[config.mk]
export PLATFORM = sky130hd
export DESIGN_NAME = pcr_fifo
export DESIGN_NICKNAME = d
export VERILOG_FILES = /design/src/hdl/pcr_pkg.sv /design/src/hdl/pcr_fifo.sv
export SDC_FILE = /design/constraint.sdc
export NUM_CORES = 1
export LEC_CHECK = 0
export BUFFER_PORTS_ARGS = -buffer_cell sky130_fd_sc_hd__buf_2
export CORE_MARGIN = 2
export CORE_UTILIZATION = 55
export DETAILED_ROUTE_END_ITERATION = 12
export PLACE_DENSITY = 0.76
export SLEW_MARGIN = 5
export SYNTH_ARGS = -nofsm -noshare
export SYNTH_HDL_FRONTEND = slang
export SYNTH_SLANG_ARGS = --single-unit
[constraint.sdc]
create_clock -name clk_i -period 1.6 [get_ports clk_i]
set_clock_uncertainty 0.05 [all_clocks]
set_input_delay 0.16 -clock clk_i [delete_from_list [all_inputs] [get_ports clk_i]]
set_output_delay 0.16 -clock clk_i [all_outputs]
set_load 0.02 [all_outputs]
[src/hdl/pcr_pkg.sv]
// Package for the particle contact resolver: field widths, fixed-point
// constants and width helpers shared by pcr_in_if and all modules.
// No dependencies.
package pcr_pkg;

  localparam int NormBits   = 16;  // one normal component, Q1.14
  localparam int NormFrac   = 14;
  localparam int ImBits     = 24;  // inverse mass, Q8.16
  localparam int TotalBits  = 25;  // sum of two inverse masses
  localparam int RestBits   = 17;  // restitution, Q1.16
  localparam int PenBits    = 19;  // penetration depth
  localparam int RatioBits  = 17;  // mass ratio, Q0.16 up to one
  localparam int RatioFrac  = 16;
  localparam int DivRemBits = 42;  // divider remainder, holds den << 16
  localparam int Q16One     = 65536;
  localparam int QDepth     = 4;   // entries between front and back

  // Width of the signed separating speed, exact in Q(F+14)
  function automatic int vs_width(input int cb);
    return cb + 19;
  endfunction

  // Width of one queue word
  function automatic int item_width(input int cb);
    return 12 * cb + 3 * NormBits + ImBits + TotalBits + RestBits + PenBits
           + vs_width(cb);
  endfunction

endpackage

[src/hdl/pcr_fifo.sv]
// Short register queue between front and back end.
// Depends on pcr_pkg.
module pcr_fifo import pcr_pkg::*; #(
  parameter int W = 8
) (
  input  logic         clk_i,
  input  logic         rst_ni,
  input  logic         push_i,
  input  logic [W-1:0] data_i,
  output logic         full_o,
  input  logic         pop_i,
  output logic [W-1:0] data_o,
  output logic         empty_o
);

  localparam int AW = $clog2(QDepth);
  localparam int CW = $clog2(QDepth + 1);

  logic [W-1:0]  mem_q [QDepth];
  logic [AW-1:0] wr_ptr_q, rd_ptr_q;
  logic [CW-1:0] count_q;

  assign full_o  = (count_q == CW'(QDepth));
  assign empty_o = (count_q == '0);
  assign data_o  = mem_q[rd_ptr_q];

  always_ff @(posedge clk_i or negedge rst_ni) begin
    if (!rst_ni) begin
      wr_ptr_q <= '0;
      rd_ptr_q <= '0;
      count_q  <= '0;
    end else begin
      if (push_i) begin
        wr_ptr_q <= wr_ptr_q + AW'(1);
      end
      if (pop_i) begin
        rd_ptr_q <= rd_ptr_q + AW'(1);
      end
      if (push_i && !pop_i) begin
        count_q <= count_q + CW'(1);
      end else if (pop_i && !push_i) begin
        count_q <= count_q - CW'(1);
      end
    end
  end

  always_ff @(posedge clk_i) begin
    if (push_i) begin
      mem_q[wr_ptr_q] <= data_i;
    end
  end

  // occupancy and pointers must agree
  assert property (@(posedge clk_i) disable iff (!rst_ni)
    count_q <= CW'(QDepth))
    else $error("queue count beyond depth");
  assert property (@(posedge clk_i) disable iff (!rst_ni)
    (count_q == '0 || count_q == CW'(QDepth)) |-> (wr_ptr_q == rd_ptr_q))
    else $error("queue pointers out of step with count");

endmodule

==> summary.txt <==
Synthesis
  • Seq/Total Area, Yosys: 0.734
  • Mean Syn Cell Area: 20.4 µm²
  • Seq cells post-synth: 39
  • Mapped Area: 1550 µm²
  • Syn. warnings: 0
  • Largest family of logic cells by synthesized area: multiplexers
  • Synth Area in Simple Gates: 0.0315
  • Yosys top cell by area: edfxtp_1
  • Area fraction of the dominant cell type after synthesis: 0.621
  • Mux contribution to synthesized area: 0.124
  • Synth Area in Compound Gates: 0.00323
  • Post-synthesis net count: 94
  • Synth cell types: 17
  • Post-Synth XOR/XNOR Area: 0.0340
  • Post-synthesis cell count: 76
  • Synthesized-area fraction occupied by adder cells: 0.0534
  • Synth top area cells: edfxtp_1 (62%), mux4_2 (12%), dfrtp_1 (11%)

Routing
  • Detailed Route WL: 2.44 mm
  • Routed met3 length: 114 µm
  • Met2 WL: 1.27 mm
  • Routed Antenna Nets: 0
  • Avg WL per Cell: 16.5 µm
  • Vias per cell: 5.38
  • Top sig layer: met4
  • Routed met1 length: 996 µm
  • Iteration-0 DRC Markers: 12
  • Vias: 796
  • DRT Pass-1 Iters: 4
  • DRC: 0

Timing
  • Final Setup Violations: 8
  • Final Max Tran Viols: 0
  • Tcrit/Tclk final: 1.11
  • Max Fclk: 561 MHz
  • Fin crit period: 1780 ps
  • Final Hold Viols: 0
  • RSZ-0062 raised after global routing: yes
  • Worst-Margin Slew: 437 ps
  • Relative slew slack: 0.709
  • Worst setup margin: -184 ps

CTS
  • Clk root buf: clkbuf_4
  • Worst-Skew Late Latency: 340 ps
  • Clk sinks: 39
  • Cts repair resizes: 0
  • Clock-pin slew on the worst setup and hold paths: 100 ps
  • Total CTS buffers: 5
  • Setup Buffers After CTS: 0
  • CTS tree: done
  • H-tree levels: 2
  • Worst-case clock buffer depth: 2

Critical path
  • R2R setup slack: 100 ps
  • Worst setup path class: flop to output pin
  • CP Capture Type: output pin
  • Startpoint Class: flop
  • Worst EP arrival: 1570 ps
  • Worst endpoint required time: 1390 ps
  • Largest fanout on the critical path: 10

Worst hold path
  • Hold WC Path Type: input pin to flop

Placed design
  • Hpwl dp: 1.60 mm
  • Port bufs: 21
  • Final Wtd Congestion: 0.668
  • Setup WS pre-CTS: 23.0 ps
  • Placed inst area: 1720 µm²
  • Placed Cells incl. Taps: 130

Global route
  • Pin count of the biggest net entering global routing: 12
  • Antenna violations before repair: 0
  • GR Overflow Total: 0
  • Vias in the first global route: 832
  • First-pass GRT wire length: 3.98 mm
  • Gr usage total: 0.176

Power
  • Leakage: 0.728 nW
  • PwrDens: 1690 nW/µm²
  • Final total power: 3.20 mW
  • Max IR drop VDD: 1530 µV

Final layout
  • Antenna cells: 0
  • Post-route cell area: 1890 µm²
  • Nets: 134
  • Cell Count, Final, Fillers Out: 148
  • Synth-to-Final Area Change: 21.9%
  • Share of layout cells above drive strength 1: 0.350
  • Fin util: 0.696

Outcome
  • Failing checks: negative setup slack
  • Status: finished with violations

Floorplan
  • Initial Utilization: 0.571
  • Io pins: 22
  • DIE HEIGHT: 57.0 µm
  • Die area: 3250 µm²
  • Die X: 57.0 µm
  • Row count: 19
  • Core ar.: 2710 µm²

Job
  • # Max-Cap Violations: 0
-- final cells by class --
| class | count | area [µm²] |
|---|---|---|
| Inverter | 4 | 15.0 |
| Sequential cell | 39 | 1140 |
| Multi-Input combinational cell | 31 | 380 |
| Tap cell | 31 | 38.8 |
| Fill cell | 200 | 823 |
| Clock buffer | 8 | 68.8 |
| Timing Repair Buffer | 35 | 248 |
-- routing by layer --
layer | track usage | vias up
li1 | - | 367
met1 | 0.213 | 409
met2 | 0.278 | 15
met3 | 0.0748 | 5
met4 | 0.0797 | 0
met5 | 0 | -
-- sequential cells by signal (all words and copies together), names as in the netlist --
register / cells
mem_q: 32
count_q: 3
rd_ptr_q: 2
wr_ptr_q: 2
-- placed cells by master, fill, tap and decap left out, types with 3 or more instances in the layout --
master         synthesis  layout
edfxtp_1              32      32
buf_2                  1      21
dlygate4sd3_1          0      10
mux4_2                 8       8
dfrtp_1                7       7
ha_1                   5       5
clkbuf_4               0       5
inv_1                  4       4
and2_1                 4       4
xor2_1                 4       4
buf_4                  0       3
-- per-stage QoR --
stage / hold WS [ps] / setup TNS (ps)
after floorplan: -186 / 0
final: 20.2 / -1330
after global routing: 33.9 / -1800
after CTS: 8.23 / -1460
after global placement: -54.0 / 0
after detailed placement: -44.3 / 0
-- cell usage after synthesis --
cell and number:
nor3b_1 1, nand2_1 2, mux4_2 8, xnor2_1 2, nor3_1 1, fa_1 1
mux2_2 1, dfrtp_1 7, buf_2 1, o21ai_0 1, and2_1 4, nor2_1 1
ha_1 5, inv_1 4, buf_6 1, edfxtp_1 32, xor2_1 4
-- worst paths after layout --
path | start | endpoint | depth (start not counted)
setup / recovery | rd_ptr_q[0] | data_o[5] | 3
min in group asynchronous | rst_ni | count_q[0] | 2
setup reg to reg | count_q[0] | count_q[2] | 4
hold / removal | push_i | wr_ptr_q[0] | 2
hold reg to reg | count_q[2] | count_q[2] | 1
max in group asynchronous | rst_ni | rd_ptr_q[0] | 2
-- cell families (layout without fill, tap and decap cells) --
family / Yosys count / count (layout)
adder cells (fa/ha/maj): 6 / 6
buffers and inverters: 6 / 47
AND/OR/NAND/NOR: 9 / 9
AO/OA/AOI/OAI: 1 / 1
XOR/XNOR: 6 / 6
multiplexers: 9 / 9
flip-flops: 39 / 39
-- where the power goes --
group | switching (mW) | internal (mW)
logic | 0.570 | 0.542
registers | 0.165 | 1.36
clock network | 0.301 | 0.259
total | 1.04 | 2.16
-- timing repair --
item                                    4_1_cts  5_1_grt
hold buffers                                 10        0
endpoints found under the setup margin        8        8
cloned                                        0        0
hold endpoints to repair                     40        0
-- worst max-delay path: stages, from the launching register on --
cell and delay [ps]:
dfrtp_1 390, buf_12 160, mux4_2 510, buf_2 180
Note: power is estimated with default switching activity, not from simulation.
