**src/hdl/pcr_pkg.sv**
```systemverilog
// Package for the particle contact resolver: field widths, fixed-point
// constants and width helpers shared by pcr_in_if and all modules.
// No dependencies.
package pcr_pkg;

  localparam int NormBits   = 16;  // one normal component, Q1.14
  localparam int NormFrac   = 14;
  localparam int ImBits     = 24;  // inverse mass, Q8.16
  localparam int TotalBits  = 25;  // sum of two inverse masses
  localparam int RestBits   = 17;  // restitution, Q1.16
  localparam int PenBits    = 19;  // penetration depth
  localparam int RatioBits  = 17;  // mass ratio, Q0.16 up to one
  localparam int RatioFrac  = 16;
  localparam int DivRemBits = 42;  // divider remainder, holds den << 16
  localparam int Q16One     = 65536;
  localparam int QDepth     = 4;   // entries between front and back

  // Width of the signed separating speed, exact in Q(F+14)
  function automatic int vs_width(input int cb);
    return cb + 19;
  endfunction

  // Width of one queue word
  function automatic int item_width(input int cb);
    return 12 * cb + 3 * NormBits + ImBits + TotalBits + RestBits + PenBits
           + vs_width(cb);
  endfunction

endpackage

```
**src/hdl/pcr_if.sv**
```systemverilog
// Valid/ready channel interfaces for contact words and result words.
// Depends on pcr_pkg.
interface pcr_in_if import pcr_pkg::*; #(parameter int CB = 20);
  logic                  valid;
  logic                  ready;
  logic [3*CB-1:0]       a_position;
  logic [3*CB-1:0]       a_velocity;
  logic [3*CB-1:0]       b_position;
  logic [3*CB-1:0]       b_velocity;
  logic [3*NormBits-1:0] contact_normal;
  logic [ImBits-1:0]     a_inverse_mass;
  logic [ImBits-1:0]     b_inverse_mass;
  logic [RestBits-1:0]   restitution;
  logic [PenBits-1:0]    penetration;
  logic                  has_second;

  modport source (output valid, a_position, a_velocity, b_position, b_velocity,
                  contact_normal, a_inverse_mass, b_inverse_mass, restitution,
                  penetration, has_second, input ready);
  modport sink (input valid, a_position, a_velocity, b_position, b_velocity,
                contact_normal, a_inverse_mass, b_inverse_mass, restitution,
                penetration, has_second, output ready);
endinterface


```
**src/hdl/pcr_front.sv**
```systemverilog
// Front end: takes contact words, forms the separating speed along the normal,
// the total inverse mass and the clamped restitution, and pushes a queue word.
// Depends on pcr_pkg and pcr_in_if.
module pcr_front import pcr_pkg::*; #(
  parameter int CB = 20,
  localparam int VW = vs_width(CB),
  localparam int IW = item_width(CB)
) (
  input  logic          clk_i,
  input  logic          rst_ni,
  pcr_in_if.sink        ctc_i,
  output logic          push_o,
  output logic [IW-1:0] item_o,
  input  logic          full_i
);

  localparam int DW = CB + 1;            // velocity difference
  localparam int PW = DW + NormBits;     // difference times normal

  logic                   s1_valid_q;
  logic                   s1_adv;
  logic [3*CB-1:0]        pa_q, va_q, pb_q, vb_q;
  logic [3*NormBits-1:0]  n_q;
  logic [ImBits-1:0]      ima_q, imb_q;
  logic [RestBits-1:0]    e_q, e_d;
  logic [PenBits-1:0]     pen_q;
  logic signed [PW-1:0]   prod_d [3];
  logic signed [PW-1:0]   prod_q [3];
  logic signed [VW-1:0]   vs_c;
  logic [TotalBits-1:0]   total_c;

  // stage moves when empty or when the queue takes its word
  assign s1_adv      = !s1_valid_q || !full_i;
  assign ctc_i.ready = s1_adv;
  assign push_o      = s1_valid_q && !full_i;

  // per-axis (vA - vB) * n, vB zero against ground
  always_comb begin
    logic signed [DW-1:0]       va_c, vb_c, diff;
    logic signed [NormBits-1:0] n_c;
    for (int i = 0; i < 3; i++) begin
      va_c = DW'(signed'(ctc_i.a_velocity[i*CB +: CB]));
      vb_c = ctc_i.has_second ? DW'(signed'(ctc_i.b_velocity[i*CB +: CB])) : '0;
      diff = va_c - vb_c;
      n_c  = signed'(ctc_i.contact_normal[i*NormBits +: NormBits]);
      prod_d[i] = PW'(diff) * PW'(n_c);
    end
  end

  // restitution above one is clamped
  always_comb begin
    if (ctc_i.restitution > RestBits'(Q16One)) begin
      e_d = RestBits'(Q16One);
    end else begin
      e_d = ctc_i.restitution;
    end
  end

  always_ff @(posedge clk_i or negedge rst_ni) begin
    if (!rst_ni) begin
      s1_valid_q <= 1'b0;
    end else if (s1_adv) begin
      s1_valid_q <= ctc_i.valid;
    end
  end

  always_ff @(posedge clk_i) begin
    if (s1_adv && ctc_i.valid) begin
      pa_q   <= ctc_i.a_position;
      va_q   <= ctc_i.a_velocity;
      pb_q   <= ctc_i.b_position;
      vb_q   <= ctc_i.b_velocity;
      n_q    <= ctc_i.contact_normal;
      ima_q  <= ctc_i.a_inverse_mass;
      imb_q  <= ctc_i.has_second ? ctc_i.b_inverse_mass : '0;
      e_q    <= e_d;
      pen_q  <= ctc_i.penetration;
      for (int i = 0; i < 3; i++) begin
        prod_q[i] <= prod_d[i];
      end
    end
  end

  // separating speed and total inverse mass
  assign vs_c    = VW'(prod_q[0]) + VW'(prod_q[1]) + VW'(prod_q[2]);
  assign total_c = {1'b0, ima_q} + {1'b0, imb_q};

  assign item_o = {pa_q, va_q, pb_q, vb_q, n_q, ima_q, total_c, e_q, pen_q, vs_c};

endmodule

```
**src/flat_wrapper.sv**
```systemverilog
// flat-port wrapper written by rule: the top's interface ports become plain ports
module pcr_front_flat import pcr_pkg::*;
#(
  parameter int CB = 20,
  localparam int VW = vs_width(CB),
  localparam int IW = item_width(CB)
)
  (clk_i, rst_ni, push_o, item_o, full_i, ctc_i_valid, ctc_i_a_position, ctc_i_a_velocity, ctc_i_b_position, ctc_i_b_velocity, ctc_i_contact_normal, ctc_i_a_inverse_mass, ctc_i_b_inverse_mass, ctc_i_restitution, ctc_i_penetration, ctc_i_has_second, ctc_i_ready);
  pcr_in_if #(.CB(CB)) ctc_i_i ();
  input  logic clk_i;
  input  logic rst_ni;
  output logic push_o;
  output logic [IW-1:0] item_o;
  input  logic full_i;
  input wire logic [$bits(ctc_i_i.valid)-1:0] ctc_i_valid;
  input wire logic [$bits(ctc_i_i.a_position)-1:0] ctc_i_a_position;
  input wire logic [$bits(ctc_i_i.a_velocity)-1:0] ctc_i_a_velocity;
  input wire logic [$bits(ctc_i_i.b_position)-1:0] ctc_i_b_position;
  input wire logic [$bits(ctc_i_i.b_velocity)-1:0] ctc_i_b_velocity;
  input wire logic [$bits(ctc_i_i.contact_normal)-1:0] ctc_i_contact_normal;
  input wire logic [$bits(ctc_i_i.a_inverse_mass)-1:0] ctc_i_a_inverse_mass;
  input wire logic [$bits(ctc_i_i.b_inverse_mass)-1:0] ctc_i_b_inverse_mass;
  input wire logic [$bits(ctc_i_i.restitution)-1:0] ctc_i_restitution;
  input wire logic [$bits(ctc_i_i.penetration)-1:0] ctc_i_penetration;
  input wire logic [$bits(ctc_i_i.has_second)-1:0] ctc_i_has_second;
  output wire logic [$bits(ctc_i_i.ready)-1:0] ctc_i_ready;
  assign ctc_i_i.valid = ctc_i_valid;
  assign ctc_i_i.a_position = ctc_i_a_position;
  assign ctc_i_i.a_velocity = ctc_i_a_velocity;
  assign ctc_i_i.b_position = ctc_i_b_position;
  assign ctc_i_i.b_velocity = ctc_i_b_velocity;
  assign ctc_i_i.contact_normal = ctc_i_contact_normal;
  assign ctc_i_i.a_inverse_mass = ctc_i_a_inverse_mass;
  assign ctc_i_i.b_inverse_mass = ctc_i_b_inverse_mass;
  assign ctc_i_i.restitution = ctc_i_restitution;
  assign ctc_i_i.penetration = ctc_i_penetration;
  assign ctc_i_i.has_second = ctc_i_has_second;
  assign ctc_i_ready = ctc_i_i.ready;
  pcr_front #(.CB(CB)) u_core (.clk_i(clk_i), .rst_ni(rst_ni), .ctc_i(ctc_i_i), .push_o(push_o), .item_o(item_o), .full_i(full_i));
endmodule
```
**config.mk**
```make
export PLATFORM = sky130hd
export DESIGN_NAME = pcr_front_flat
export DESIGN_NICKNAME = d
export VERILOG_FILES = /design/src/hdl/pcr_pkg.sv /design/src/hdl/pcr_if.sv /design/src/hdl/pcr_front.sv /design/src/flat_wrapper.sv
export SDC_FILE = /design/constraint.sdc
export NUM_CORES = 2
export LEC_CHECK = 0
export BUFFER_PORTS_ARGS = -buffer_cell sky130_fd_sc_hd__buf_4
export CORE_MARGIN = 2
export CORE_UTILIZATION = 25
export DETAILED_ROUTE_END_ITERATION = 8
export PLACE_DENSITY = 0.47
export SLEW_MARGIN = 5
export SYNTH_ARGS = -nofsm -noshare
export SYNTH_HDL_FRONTEND = slang
export SYNTH_SLANG_ARGS = --single-unit
export TNS_END_PERCENT = 50
```
**constraint.sdc**
```tcl
create_clock -name clk_i -period 15.2 [get_ports clk_i]
set_input_delay 1.52 -clock clk_i [delete_from_list [all_inputs] [get_ports clk_i]]
set_output_delay 1.52 -clock clk_i [all_outputs]
set_load 0.05 [all_outputs]
```
==> metrics.txt <==
minimum clock period=10.91 ns; area occupied by multi-input gates=38480 um^2; Critical Path Start=ctc_i_has_second; Synth Warn #=0; max-cap check violation count=0; FF/Latch Area=14530 um^2; worst-skew pair later-pin latency=0.68 ns; Yosys top cell area share=0.3578; Post-synth EDFFs=483; via count=41130; hpwl dp=169.4 mm; Worst Clk Skew=0.03980 ns; R2R depth=5; pre-CTS setup slack=3.493 ns; RSZ-0062 raised after global routing=no; post-synth top area cell=fa_1; commonest non-fill, non-tap cell in the layout=inv_1; Initial Utilization=0.2519; Net Count, Synth=7348; DR pass1 iterations=5; core area=230600 um^2; Seq/Total Area, Yosys=0.2502; Finished Layout Cells=9365; worst rel slew slack=0.2550; Inserted Clock Buffers=67; Synth area leaders=fa_1, edfxtp_1, ha_1, inv_1, nand2_1; IO Pins=791; Die Ht=486.0 um; placer congestion estimate=0.8617; Worst Setup End Kind=flop; commonest non-fill, non-tap cells in the layout=inv_1, fa_1, buf_4; fin. max-slew vios=0; Worst Hold Class=reg2reg; Post-Syn Area per Cell=10.49 um^2; asr flop ratio synth=0.002066; die area=236100 um^2; Worst R2R Setup Slack=11.17 ns; remaining antenna violation count=0; fraction of layout cells with a size suffix above 1=0.1547; DR iter-0 viols=2173; Critical Path Most Common Cell=fa_1; Crit Path Class=in2reg; final worst slack=4.286 ns; clk sink count=484; Synth cell types=70; # rows=176; worst-margin pin slew=1.117 ns; layout net count=8091; All-Layer GR Usage=0.1751; FF-to-FF Start=u_core.s1_valid_q; Final Cycle Share=0.7181; mapped cell area=58070 um^2; Port Buffers=790; biggest cell delay along the critical path=0.76 ns; Worst Path Arrival=11.34 ns; CP max FO=31; post-CTS setup buffers=0; CTS H-tree depth=3; # hold bufs at CTS=0; Final setup viols=0; total gr overflow=0; PostCTS Resize Cnt=0; first-pass GRT wire length=305.5 mm; clk slew on worst S/H paths=0.06 ns; fillers=23920; CP max-delay cell=o31ai_1; final-report hold violation count=0; WL per Instance=21.95 um; routed vias/inst=4.392; Chip Width=486.0 um; drt total wl=205.5 mm; FMAX=91.62 MHz; flop and latch count out of synthesis=484; CTS tree=done; total negative slack=0 ns; initial antenna violation count=28; worst setup path endpoint=u_core.prod_q[0][73]; area grow syn2layout=20.43%; Root Buffer=clkbuf_16; placed insts=9236; critical path required time=15.63 ns; outcome=finished clean; Main synth FF type=edfxtp_1; post-synthesis instance total=5536; CP startpoint kind=input pin; largest net degree at the start of global routing=142; FF-to-FF End=u_core.n_q[30]; Clock Path Buffers=3; vias in the first global route=44790; DR DRC count=0
==> synthesized netlist by cell type (9+ instances only) <==
| library cell | count |
|---|---|
| or3_1 | 12 |
| o21bai_1 | 23 |
| and2_1 | 358 |
| a31oi_1 | 15 |
| a211oi_1 | 17 |
| edfxtp_1 | 483 |
| a21o_1 | 84 |
| o21ai_0 | 69 |
| clkbuf_1 | 172 |
| inv_1 | 1196 |
| nand3_1 | 51 |
| fa_1 | 1038 |
| o21ai_1 | 23 |
| nand4_1 | 10 |
| nand2_1 | 651 |
| nor3_1 | 29 |
| nor4_1 | 9 |
| a21oi_1 | 157 |
| o21a_1 | 48 |
| nor2_1 | 157 |
| xnor2_1 | 163 |
| nor2b_1 | 115 |
| and3_1 | 32 |
| nand2b_1 | 51 |
| ha_1 | 397 |
| xor2_1 | 55 |
==> critical path: cells and delay by family <==
kind	cells	cell delay [ns]
simple gates	8	0.96
xor+xnor	2	0.51
compound gates	11	3.15
fa+ha+maj	8	3.78
buf+inv	6	1.35
==> per-stage QoR <==
step           cell area, um^2    util  hold slack, ns
6_report                 69930  0.3033          0.5593
5_1_grt                  69910  0.3032          0.6049
4_1_cts                  69900  0.3032          0.5571
3_5_place_dp             67690  0.2936          0.5475
3_3_place_gp             67690  0.2936          0.5242
2_1_floorplan            58070       -          0.8219
==> metal layers <==
layer | routed length (um) | track usage | up-vias
li1 | - | - | 18630
met2 | 102700 | 0.3062 | 1114
met5 | 162 | 0 | -
met4 | 7685 | 0.05996 | 26
met1 | 84830 | 0.2173 | 21130
met3 | 10200 | 0.02926 | 232
==> area by class of cell <==
class	instances	share of cell area
Antenna cell	11	0.0003936
Clock buffer	80	0.02467
Clock inverter	38	0.007049
Inverter	1199	0.06436
Multi-Input combinational cell	3677	0.5502
Sequential cell	484	0.2078
Tap cell	3026	0.05414
Timing Repair Buffer	850	0.09143
==> how the worst min path moves through the flow <==
stage / from / end / slack [ns] / depth (start not counted)
after floorplan: u_core.s1_valid_q / u_core.s1_valid_q / 0.82 / 2
after global placement: u_core.s1_valid_q / u_core.s1_valid_q / 0.52 / 2
after detailed placement: u_core.s1_valid_q / u_core.s1_valid_q / 0.55 / 2
after CTS: u_core.s1_valid_q / u_core.s1_valid_q / 0.56 / 2
after global routing: rst_ni / u_core.s1_valid_q / 0.60 / 1
final: u_core.s1_valid_q / u_core.s1_valid_q / 0.56 / 2
==> registers in the layout, summed over array words and instances, names as in the netlist <==
signal / flops
u_core.e_q: 17
u_core.ima_q: 24
u_core.imb_q: 24
u_core.n_q: 48
u_core.pa_q: 60
u_core.pb_q: 60
u_core.pen_q: 19
u_core.prod_q: 111
u_core.s1_valid_q: 1
u_core.va_q: 60
u_core.vb_q: 60
==> logic make-up after synthesis <==
kind of cell	synth area share
xor+xnor	0.03288
fa+ha+maj	0.4434
mux	0.0007541
simple gates	0.1239
flops	0.2502
buf+inv	0.08897
compound gates	0.05994
Power is not shown: default switching activity piles up to over one toggle a cycle in this logic, so the estimate is an artifact.
